**config.mk**
```make
export PLATFORM = sky130hd
export DESIGN_NAME = tlbs_engine
export DESIGN_NICKNAME = d
export VERILOG_FILES = /design/src/rtl/tlbs_pkg.sv /design/src/rtl/tlbs_engine.sv
export SDC_FILE = /design/constraint.sdc
export NUM_CORES = 1
export LEC_CHECK = 0
export ABC_AREA = 1
export BUFFER_PORTS_ARGS = -buffer_cell sky130_fd_sc_hd__buf_2
export CORE_MARGIN = 1.5
export CORE_UTILIZATION = 41
export CTS_BUF_LIST = sky130_fd_sc_hd__clkbuf_8
export DETAILED_ROUTE_END_ITERATION = 6
export PLACE_DENSITY_LB_ADDON = 0.08
export SYNTH_ARGS = -nofsm -noshare
export SYNTH_HDL_FRONTEND = slang
export SYNTH_SLANG_ARGS = --single-unit
```
**constraint.sdc**
```tcl
create_clock -name clk -period 4.07 [get_ports clk]
set_input_delay 0.2035 -clock clk [delete_from_list [all_inputs] [get_ports clk]]
set_output_delay 0.2035 -clock clk [all_outputs]
set_load 0.05 [all_outputs]
```
**src/rtl/tlbs_pkg.sv**
```systemverilog
// ----------------------------------------------------------------------------
// tlbs_pkg
// shared constants, request codes and interface types for the table search
// ----------------------------------------------------------------------------
package tlbs_pkg;

	// table geometry
	localparam int DEPTH  = 1024;
	localparam int ADDR_W = $clog2(DEPTH);
	localparam int CNT_W  = $clog2(DEPTH + 1);
	localparam int DATA_W = 32;

	// configuration register width (entry_count)
	localparam int CFG_W  = 11;
	localparam int CMP_W  = (CFG_W > CNT_W) ? CFG_W : CNT_W;

	// request codes carried on req_type
	localparam int REQ_W = 2;
	localparam logic [REQ_W-1:0] REQ_WRITE  = 2'd0;
	localparam logic [REQ_W-1:0] REQ_LINEAR = 2'd1;
	localparam logic [REQ_W-1:0] REQ_BINARY = 2'd2;

	// one table access per cycle
	typedef struct packed {
		logic              we;
		logic              re;
		logic [ADDR_W-1:0] addr;
		logic [DATA_W-1:0] wdata;
	} mem_req_t;

	// search outcome handed to the output register
	typedef struct packed {
		logic              hit;
		logic [ADDR_W-1:0] pos;
	} res_t;

endpackage

```
**src/rtl/tlbs_engine.sv**
```systemverilog
// ----------------------------------------------------------------------------
// tlbs_engine
// search sequencer: takes requests, drives the table ram, walks linear and
// halving searches and holds the outcome until the output side takes it
// ----------------------------------------------------------------------------
module tlbs_engine
	import tlbs_pkg::*;
(
	input  logic              clk,
	input  logic              arst_n,
	input  logic              req_valid,
	output logic              req_stall,
	input  logic [REQ_W-1:0]  req_type,
	input  logic [ADDR_W-1:0] slot,
	input  logic [DATA_W-1:0] word,
	input  logic [DATA_W-1:0] key,
	input  logic [CFG_W-1:0]  entry_count,
	output mem_req_t          mem,
	input  logic [DATA_W-1:0] rdata,
	output logic              res_valid,
	output res_t              res,
	input  logic              res_ready
);

	typedef enum logic [1:0] {ST_IDLE, ST_LIN, ST_BIN, ST_DONE} state_t;

	state_t            state_q;
	logic [DATA_W-1:0] key_q;
	logic [CNT_W-1:0]  n_q;
	logic [CNT_W-1:0]  idx_q;
	logic [CNT_W-1:0]  lo_q;
	logic [CNT_W-1:0]  he_q;
	logic              rd_pend_s1;
	logic [ADDR_W-1:0] rd_idx_s1;
	res_t              res_q;

	logic              accept;
	logic [CMP_W-1:0]  cnt_ext;
	logic [CNT_W-1:0]  used;
	logic              match;
	logic              key_gt;
	logic [CNT_W-1:0]  lo_nx;
	logic [CNT_W-1:0]  he_nx;
	logic [CNT_W:0]    mid_sum;
	logic [ADDR_W-1:0] mid_nx;
	logic              lin_more;
	logic              bin_more;

	assign req_stall = (state_q != ST_IDLE);
	assign accept    = req_valid && !req_stall;
	assign res_valid = (state_q == ST_DONE);
	assign res       = res_q;

	// count clamped to the table size
	assign cnt_ext = CMP_W'(entry_count);
	assign used    = (cnt_ext > CMP_W'(DEPTH)) ? CNT_W'(DEPTH) : CNT_W'(cnt_ext);

	// compare against the word read last cycle
	assign match  = rd_pend_s1 && (rdata == key_q);
	assign key_gt = $signed(key_q) > $signed(rdata);

	// halving bounds, range is [lo, he)
	always_comb begin
		lo_nx = lo_q;
		he_nx = he_q;
		if (rd_pend_s1 && !match) begin
			if (key_gt) begin
				lo_nx = CNT_W'(rd_idx_s1) + CNT_W'(1);
			end else begin
				he_nx = CNT_W'(rd_idx_s1);
			end
		end
	end

	assign mid_sum  = {1'b0, lo_nx} + {1'b0, he_nx} - (CNT_W+1)'(1);
	assign mid_nx   = mid_sum[ADDR_W:1];
	assign bin_more = lo_nx < he_nx;
	assign lin_more = idx_q < n_q;

	always_comb begin
		mem.we    = 1'b0;
		mem.re    = 1'b0;
		mem.addr  = slot;
		mem.wdata = word;
		unique case (state_q)
			ST_IDLE: begin
				mem.we = accept && (req_type == REQ_WRITE);
			end
			ST_LIN: begin
				mem.re   = !match && lin_more;
				mem.addr = idx_q[ADDR_W-1:0];
			end
			ST_BIN: begin
				mem.re   = !match && bin_more;
				mem.addr = mid_nx;
			end
			ST_DONE: begin
			end
			default: begin
			end
		endcase
	end

	always_ff @(posedge clk or negedge arst_n) begin
		if (!arst_n) begin
			state_q    <= ST_IDLE;
			rd_pend_s1 <= 1'b0;
		end else begin
			rd_pend_s1 <= mem.re;
			rd_idx_s1  <= mem.addr;
			unique case (state_q)
				ST_IDLE: begin
					key_q <= key;
					n_q   <= used;
					idx_q <= '0;
					lo_q  <= '0;
					he_q  <= used;
					if (accept) begin
						priority if (req_type == REQ_LINEAR) begin
							state_q <= ST_LIN;
						end else if (req_type == REQ_BINARY) begin
							state_q <= ST_BIN;
						end else begin
							// writes and unknown codes finish here
							state_q <= ST_IDLE;
						end
					end
				end
				ST_LIN: begin
					if (match) begin
						res_q.hit <= 1'b1;
						res_q.pos <= rd_idx_s1;
						state_q   <= ST_DONE;
					end else if (lin_more) begin
						idx_q <= idx_q + CNT_W'(1);
					end else begin
						res_q.hit <= 1'b0;
						res_q.pos <= '0;
						state_q   <= ST_DONE;
					end
				end
				ST_BIN: begin
					lo_q <= lo_nx;
					he_q <= he_nx;
					if (match) begin
						res_q.hit <= 1'b1;
						res_q.pos <= rd_idx_s1;
						state_q   <= ST_DONE;
					end else if (!bin_more) begin
						res_q.hit <= 1'b0;
						res_q.pos <= '0;
						state_q   <= ST_DONE;
					end
				end
				ST_DONE: begin
					if (res_ready) begin
						state_q <= ST_IDLE;
					end
				end
				default: begin
					state_q <= ST_IDLE;
				end
			endcase
		end
	end

endmodule

```
==> tab_implementation.tex, run 1 <==
\begin{tabular}{lr}
\hline
Metric & Value \\
\hline
\multicolumn{2}{l}{\textbf{Outcome}} \\
Outcome & finished, violations left \\
Violated checks & negative setup slack \\
\multicolumn{2}{l}{\textbf{Routing}} \\
Final wirelength & 17,130 um \\
Detailed-route vias per instance & 4.739 \\
Met2 wire len & 8232 um \\
Initial drt markers & 269 \\
Routed length per placed instance & 14.87 um \\
Detailed Routing Iterations Pass 1 & 4 \\
Detailed-routing wirelength on met1 & 7756 um \\
Total via count in the routed design & 5,459 \\
Highest metal layer with signal wires & met4 \\
Met3 WL & 774 um \\
DRC violations left & 0 \\
Number of nets still failing antenna checks after routing & 0 \\
\multicolumn{2}{l}{\textbf{Floorplan}} \\
Total core area & 15,770 sq um \\
Die Outline Area & 16,760 sq um \\
Io pins & 180 \\
Vertical extent of the die & 129.5 um \\
Horiz. Die Dim & 129.5 um \\
Number of placement rows & 46 \\
Effective utilization at floorplan & 0.4157 \\
\multicolumn{2}{l}{\textbf{Timing}} \\
Post-layout worst setup margin & -748.1 ps \\
Setup TNS Final & -5912 ps \\
Final Slew Violations & 0 \\
Clock period minus final worst setup slack & 4818 ps \\
Maximum clock frequency & 0.2076 GHz \\
Worst slew margin relative to its limit & 0.3130 \\
Final Hold Slack & 52.04 ps \\
Fin. Hold Viols & 0 \\
Transition at the pin with the smallest max-transition slack & 1029 ps \\
Setup violation total in the final timing report & 21 \\
RSZ-0062 raised after global routing & yes \\
Clk\_skew & 10.19 ps \\
Share of the clock period used by the worst path after layout & 1.184 \\
\multicolumn{2}{l}{\textbf{GRT}} \\
Maximum number of pins on one net before global-route repair & 27 \\
Total gr overflow & 0 \\
First-pass GRT wire length & 26,390 um \\
Overall track demand over capacity in global routing & 0.2071 \\
Antenna violations before repair & 0 \\
Via count of the first global-routing pass & 5,492 \\
\multicolumn{2}{l}{\textbf{Worst setup path}} \\
Reg2Reg Capture Point & rd\_idx\_s1[9] \\
Kind of start point of the critical path & flip-flop \\
Element type at the critical path end & primary output \\
Master of the slowest instance on the critical path & sky130\_fd\_sc\_hd\_\_edfxtp\_1 \\
CP top delay family & simple AND/OR/NAND/NOR gates \\
Cell occurring most often along the worst timing path & sky130\_fd\_sc\_hd\_\_nand2\_1 \\
Start of the worst register-to-register path & key\_q[9] \\
Reg-to-reg slack, setup & -340 ps \\
Slowest stage delay, CP & 390 ps \\
Count of cell instances traversed by the critical path & 31 \\
Largest fanout on the critical path & 7 \\
End point of the critical path & mem[41] \\
Critical path type & flip-flop to primary output \\
Critical path launch point & key\_q[9] \\
Required arrival time at the worst endpoint & 3870 ps \\
Critical path data arrival time & 4610 ps \\
Number of cells on the worst reg-to-reg path & 32 \\
CP bufs+invs & 3 \\
\multicolumn{2}{l}{\textbf{Clocking}} \\
Clock net sink count & 100 \\
TritonCTS buffer count & 9 \\
Clock-pin slew reported for the worst setup and hold paths after clock tree synthesis & 90 ps \\
H-tree level count & 3 \\
Clock root buffer master & sky130\_fd\_sc\_hd\_\_clkbuf\_8 \\
Clk buf depth & 2 \\
CTS tree & done \\
Clock latency on the worst-skew pair & 390 ps \\
\multicolumn{2}{l}{\textbf{Layout}} \\
Final-stage net count & 1,131 \\
Most frequent cells in the layout & 107 x sky130\_fd\_sc\_hd\_\_inv\_1, 105 x sky130\_fd\_sc\_hd\_\_buf\_2, 103 x sky130\_fd\_sc\_hd\_\_nand2\_1 \\
Area grow syn2layout & 38.05\% \\
Most frequent standard cell in the layout excluding fill and tap cells & sky130\_fd\_sc\_hd\_\_inv\_1 \\
Count of fill cells added during filler insertion & 1,451 \\
Fin util & 0.5739 \\
Diodes inserted & 0 \\
Final non-filler cell area & 9051 sq um \\
Share of post-route cells with drive strength above 1 & 0.3643 \\
\multicolumn{2}{l}{\textbf{Min path}} \\
Hold crit path type & input port to flip-flop \\
Hold Crit Depth & 1 \\
\multicolumn{2}{l}{\textbf{Job}} \\
Total of max-cap violations & 0 \\
\multicolumn{2}{l}{\textbf{Synthesis}} \\
Instance count of the mapped netlist & 728 \\
Synthesized area per cell & 9.006 sq um \\
Proportion of synthesized flip-flops having asynchronous set or reset & 0.03000 \\
Fraction of synthesized cell area taken by the top area cell type & 0.4443 \\
Warning count from the yosys run & 0 \\
Net count after synthesis & 928 \\
Cell type with the largest total area after synthesis & sky130\_fd\_sc\_hd\_\_edfxtp\_1 \\
Sequential element share of the synthesized area & 0.4557 \\
Flip-flop and latch count after synthesis & 100 \\
Post-synth top flop & sky130\_fd\_sc\_hd\_\_edfxtp\_1 \\
Number of distinct library cells after synthesis & 44 \\
EDFF count, synth & 97 \\
Top area cells in the synthesized netlist & sky130\_fd\_sc\_hd\_\_edfxtp\_1 44\%, sky130\_fd\_sc\_hd\_\_ha\_1 15\%, sky130\_fd\_sc\_hd\_\_nand2\_1 6.5\% \\
Synthesized area & 6556 sq um \\
\multicolumn{2}{l}{\textbf{Pwr}} \\
Peak supply drop & 0.8423 mV \\
Cell area power density & 777.9 nW/um\^{}2 \\
LEAKAGE & 4.152 nW \\
Power consumption & 7.041 mW \\
\multicolumn{2}{l}{\textbf{Placement}} \\
Count of port buffers added during placement & 115 \\
Placed cell areas & 7784 sq um \\
HPWL after detailed placement & 12,420 um \\
Routability cong. & 0.8530 \\
\hline
\end{tabular}
stage by stage:
step	cells	setup slack, ps
after floorplan	728	-71.80
after global placement	1083	-480.9
after detailed placement	1083	-601.4
after CTS	1146	-815.7
after global routing	1152	-1044
final	1152	-748.1
synthesized netlist by cell type, types with 4 or more instances:
| cell | number |
|---|---|
| sky130_fd_sc_hd__a21oi_1 | 60 |
| sky130_fd_sc_hd__a21oi_2 | 11 |
| sky130_fd_sc_hd__buf_2 | 4 |
| sky130_fd_sc_hd__buf_4 | 32 |
| sky130_fd_sc_hd__clkbuf_1 | 8 |
| sky130_fd_sc_hd__clkinv_1 | 5 |
| sky130_fd_sc_hd__edfxtp_1 | 97 |
| sky130_fd_sc_hd__ha_1 | 76 |
| sky130_fd_sc_hd__inv_1 | 109 |
| sky130_fd_sc_hd__inv_2 | 18 |
| sky130_fd_sc_hd__nand2_1 | 113 |
| sky130_fd_sc_hd__nand2_2 | 5 |
| sky130_fd_sc_hd__nand3_1 | 16 |
| sky130_fd_sc_hd__nand3b_1 | 4 |
| sky130_fd_sc_hd__nand4_1 | 11 |
| sky130_fd_sc_hd__nor2_1 | 83 |
| sky130_fd_sc_hd__nor3_1 | 6 |
| sky130_fd_sc_hd__o21ai_0 | 8 |
| sky130_fd_sc_hd__o21ai_1 | 23 |
sequential cells by signal, indices dropped and copies added, names as in the netlist:
name,cells
he_q,11
lo_q,11
res,11
key_q,32
rd_pend_s1,1
rd_idx_s1,10
state_q,2
n_q,11
idx_q,11
power breakdown:
group / switching [mW] / total [mW] / internal (mW)
Sequential: 0.166 / 1.69 / 1.52
Combinational: 2.66 / 4.78 / 2.11
Clock: 0.360 / 0.576 / 0.216
cell type report:
class                      instances  area, sq um  share of cell area
timing repair buffer             238         1728              0.1909
sequential                       100         2988              0.3301
clock inverter                     7        35.03            0.003871
multi-input combinational        450         3401              0.3757
inverter                         132        505.5             0.05585
clock buffer                       9        123.9             0.01369
tap                              216        270.3             0.02986
routing by layer:
| metal | vias to the layer above | global-route usage |
|---|---|---|
| li1 | 2782 | - |
| met1 | 2509 | 0.2636 |
| met2 | 140 | 0.3533 |
| met3 | 28 | 0.03799 |
| met4 | 0 | 0.07582 |
| met5 | - | 0 |
cells by family (layout without fill, tap and decap cells):
family	count (synthesis)	after routing	synth area share
AO/OA/AOI/OAI	116	116	0.1011
XOR/XNOR	4	4	0.005344
buffers and inverters	178	386	0.1221
flip-flops	100	100	0.4557
adder cells (fa/ha/maj)	77	77	0.1481
AND/OR/NAND/NOR	253	253	0.1676
how the worst min path moves through the flow:
stage / from / to / slack [ps]
finish: entry_count[10] / n_q[10] / 50
global route: entry_count[10] / n_q[10] / 30
CTS: entry_count[10] / n_q[10] / 20
detailed placement: arst_n / state_q[0] / 190
global placement: arst_n / state_q[1] / 180
floorplan: arst_n / rd_pend_s1 / -90
timing repair:
item | CTS | global route
pin swaps | 24 | 54
gates resized for setup | 45 | 88
endpoints found under the setup margin | 29 | 31
hold buffers | 33 | 0
buffers inserted | 14 | 15
endpoints found under the hold margin | 35 | 0
No activity file was read; power rests on OpenSTA's default activity.
==> run 2: changes to the inputs <==
--- a/config.mk
+++ b/config.mk
@@ -12,6 +12,7 @@
 export CTS_BUF_LIST = sky130_fd_sc_hd__clkbuf_8
 export DETAILED_ROUTE_END_ITERATION = 6
 export PLACE_DENSITY_LB_ADDON = 0.08
+export SETUP_SLACK_MARGIN = 0.1
 export SYNTH_ARGS = -nofsm -noshare
 export SYNTH_HDL_FRONTEND = slang
 export SYNTH_SLANG_ARGS = --single-unit
==> tab_implementation.tex, run 2 (synthesized netlist as in run 1, its figures left out) <==
\begin{tabular}{lr}
\hline
Metric & Value \\
\hline
\multicolumn{2}{l}{\textbf{Layout}} \\
Max reg flops & 32 (unchanged) \\
Most frequent standard cell in the layout excluding fill and tap cells & sky130\_fd\_sc\_hd\_\_inv\_1 \\
Final-stage net count & 1,126 (-0.44\%) \\
Non-filler instance count after layout & 1,146 (-0.52\%) \\
Share of post-route cells with drive strength above 1 & 0.3484 (-0.01593) \\
Register bank with the most flops & key\_q \\
Most frequent cells in the layout & 108 x sky130\_fd\_sc\_hd\_\_inv\_1, 105 x sky130\_fd\_sc\_hd\_\_buf\_2, 103 x sky130\_fd\_sc\_hd\_\_nand2\_1 \\
Count of fill cells added during filler insertion & 1,437 (-0.96\%) \\
Diodes inserted & 0 (unchanged) \\
Area grow syn2layout & 36.70\% \\
\multicolumn{2}{l}{\textbf{Timing}} \\
Transition at the pin with the smallest max-transition slack & 1018 ps (-11.04 ps) \\
Clk\_skew & 14.87 ps (+4.684 ps) \\
Final Slew Violations & 0 (unchanged) \\
Fin. Hold Viols & 0 (unchanged) \\
Post-layout worst setup margin & -832.3 ps (-84.24 ps) \\
Worst slew margin relative to its limit & 0.3204 (+0.007371) \\
Maximum clock frequency & 0.2040 GHz (-1.7\%) \\
Share of the clock period used by the worst path after layout & 1.205 (+0.02070) \\
Setup violation total in the final timing report & 27 (+29\%) \\
RSZ-0062 raised after global routing & yes \\
Clock period minus final worst setup slack & 4902 ps (+84.24 ps) \\
\multicolumn{2}{l}{\textbf{Pwr}} \\
Cell area power density & 799.8 nW/um\^{}2 (+2.8\%) \\
Peak supply drop & 0.6666 mV (-21\%) \\
LEAKAGE & 4.139 nW (-0.31\%) \\
\multicolumn{2}{l}{\textbf{Min path}} \\
Hold Path End & n\_q[10] \\
Worst hold path startpoint & entry\_count[10] \\
Hold Crit Depth & 1 (unchanged) \\
Hold crit path type & input port to flip-flop \\
\multicolumn{2}{l}{\textbf{Worst setup path}} \\
Number of cells on the worst reg-to-reg path & 29 (-9.4\%) \\
Largest fanout on the critical path & 7 (unchanged) \\
Critical path data arrival time & 4700 ps (+90 ps) \\
CP top delay family & simple AND/OR/NAND/NOR gates \\
Start of the worst register-to-register path & key\_q[23] \\
Kind of start point of the critical path & flip-flop \\
CP bufs+invs & 2 (-1) \\
Critical path type & flip-flop to primary output \\
Reg2Reg Capture Point & res[10] \\
Cell occurring most often along the worst timing path & sky130\_fd\_sc\_hd\_\_nand2\_2 \\
Required arrival time at the worst endpoint & 3870 ps (about the same) \\
Element type at the critical path end & primary output \\
Slowest stage delay, CP & 430 ps (+40 ps) \\
Reg-to-reg slack, setup & -430 ps (-90 ps) \\
Master of the slowest instance on the critical path & sky130\_fd\_sc\_hd\_\_edfxtp\_1 \\
\multicolumn{2}{l}{\textbf{GRT}} \\
Total gr overflow & 0 (unchanged) \\
Maximum number of pins on one net before global-route repair & 31 (+15\%) \\
First-pass GRT wire length & 26,040 um (-1.3\%) \\
Antenna violations before repair & 0 (unchanged) \\
Via count of the first global-routing pass & 5,428 (-1.2\%) \\
Overall track demand over capacity in global routing & 0.2056 (-0.001546) \\
\multicolumn{2}{l}{\textbf{Clocking}} \\
Clock net sink count & 100 (unchanged) \\
Clk buf depth & 2 (unchanged) \\
CTS tree & done \\
Clock-pin slew reported for the worst setup and hold paths after clock tree synthesis & 100 ps (about the same) \\
Clock root buffer master & sky130\_fd\_sc\_hd\_\_clkbuf\_8 \\
TritonCTS buffer count & 9 (unchanged) \\
Clock latency on the worst-skew pair & 400 ps (about the same) \\
H-tree level count & 3 (unchanged) \\
\multicolumn{2}{l}{\textbf{Floorplan}} \\
Io pins & 180 (unchanged) \\
Die Outline Area & 16,760 sq um (unchanged) \\
Vertical extent of the die & 129.5 um (unchanged) \\
Horiz. Die Dim & 129.5 um (unchanged) \\
Number of placement rows & 46 (unchanged) \\
Total core area & 15,770 sq um (unchanged) \\
Effective utilization at floorplan & 0.4157 (unchanged) \\
\multicolumn{2}{l}{\textbf{Routing}} \\
Initial drt markers & 196 (-27\%) \\
DRC violations left & 0 (unchanged) \\
Final wirelength & 17,020 um (-0.64\%) \\
Number of nets still failing antenna checks after routing & 0 (unchanged) \\
Routed length per placed instance & 14.85 um (-0.12\%) \\
Total via count in the routed design & 5,487 (+0.51\%) \\
Detailed Routing Iterations Pass 1 & 4 (unchanged) \\
Detailed-route vias per instance & 4.788 (+1.0\%) \\
\multicolumn{2}{l}{\textbf{Placement}} \\
Dpl ws & -599.5 ps (+1.841 ps) \\
Routability cong. & 0.8313 (-2.5\%) \\
Post-Place Cells & 1,078 (-0.46\%) \\
Count of port buffers added during placement & 115 (unchanged) \\
HPWL after detailed placement & 12,320 um (-0.82\%) \\
\multicolumn{2}{l}{\textbf{Job}} \\
Total of max-cap violations & 0 (unchanged) \\
\multicolumn{2}{l}{\textbf{Outcome}} \\
Violated checks & negative setup slack \\
Outcome & finished, violations left \\
\hline
\end{tabular}
## run 2: changes by cell type in the layout (fill, tap and decap cells not counted), sizes merged
cell    previous run  this run
clkbuf             9        10
clkinv             9         4
buf              205       200
bufinv             0         2
inv              130       131
## run 2: power breakdown
| part | switching, mW | internal (mW) | leakage, nW |
|---|---|---|---|
| Sequential | 0.166 | 1.52 | 0.986 |
| Combinational | 2.63 | 2.13 | 3.04 |
| Clock | 0.365 | 0.354 | 0.116 |
## run 2: metrics by stage
step / setup TNS, ps / cell area [sq um] / power (mW) / hold slack (ps) / util
after floorplan: -77.97 / 6744 / 4.193 / -92.09 / -
after global placement: -6540 / 7774 / 5.460 / 173.0 / 0.4929
after detailed placement: -7791 / 7774 / 5.513 / 176.0 / 0.4929
after CTS: -6077 / 8675 / 6.782 / 18.36 / 0.5501
after global routing: -16970 / 8962 / 7.700 / 21.37 / 0.5683
final: -9608 / 8962 / 7.168 / 35.22 / 0.5683
## run 2: worst max-delay path by stage
| stage | cells after the start | slack [ps] | start | endpoint |
|---|---|---|---|---|
| final | 29 | -830 | key_q[23] | mem[41] |
| after global routing | 29 | -1180 | key_q[23] | mem[41] |
| after CTS | 29 | -790 | key_q[21] | mem[41] |
| after detailed placement | 29 | -600 | key_q[23] | mem[41] |
| after global placement | 29 | -520 | key_q[23] | mem[41] |
| after floorplan | 29 | -60 | key_q[23] | rd_idx_s1[9] |
## run 2: timing repair
item | in CTS | in global routing
cloned | 1 | 0
setup buffers | 10 | 10
setup endpoints to repair | 30 | 30
resized for setup | 62 | 51
pin swaps | 13 | 32
endpoints found under the hold margin | 35 | 0
hold buffers | 33 | 0
## run 2: layer usage
metal  wire length [um]  global-route usage  part of all wire  vias to the layer above
met2               8293              0.3611              0.49                      156
li1                   -                   -                 -                     2774
met3                912             0.03675             0.054                       25
met5                  0                   0                 0                        -
met1               7454              0.2489              0.44                     2532
met4                354             0.08627             0.021                        0
## run 2: layout make-up
| class | count | area, sq um | area share |
|---|---|---|---|
| well taps | 216 | 270.3 | 0.03015 |
| inverters | 132 | 498.0 | 0.05556 |
| multi-input cells | 450 | 3279 | 0.3659 |
| clock inverters | 5 | 71.32 | 0.007958 |
| flip-flops and latches | 100 | 2988 | 0.3334 |
| clock buffers | 10 | 137.6 | 0.01536 |
| repair buffers | 233 | 1718 | 0.1917 |
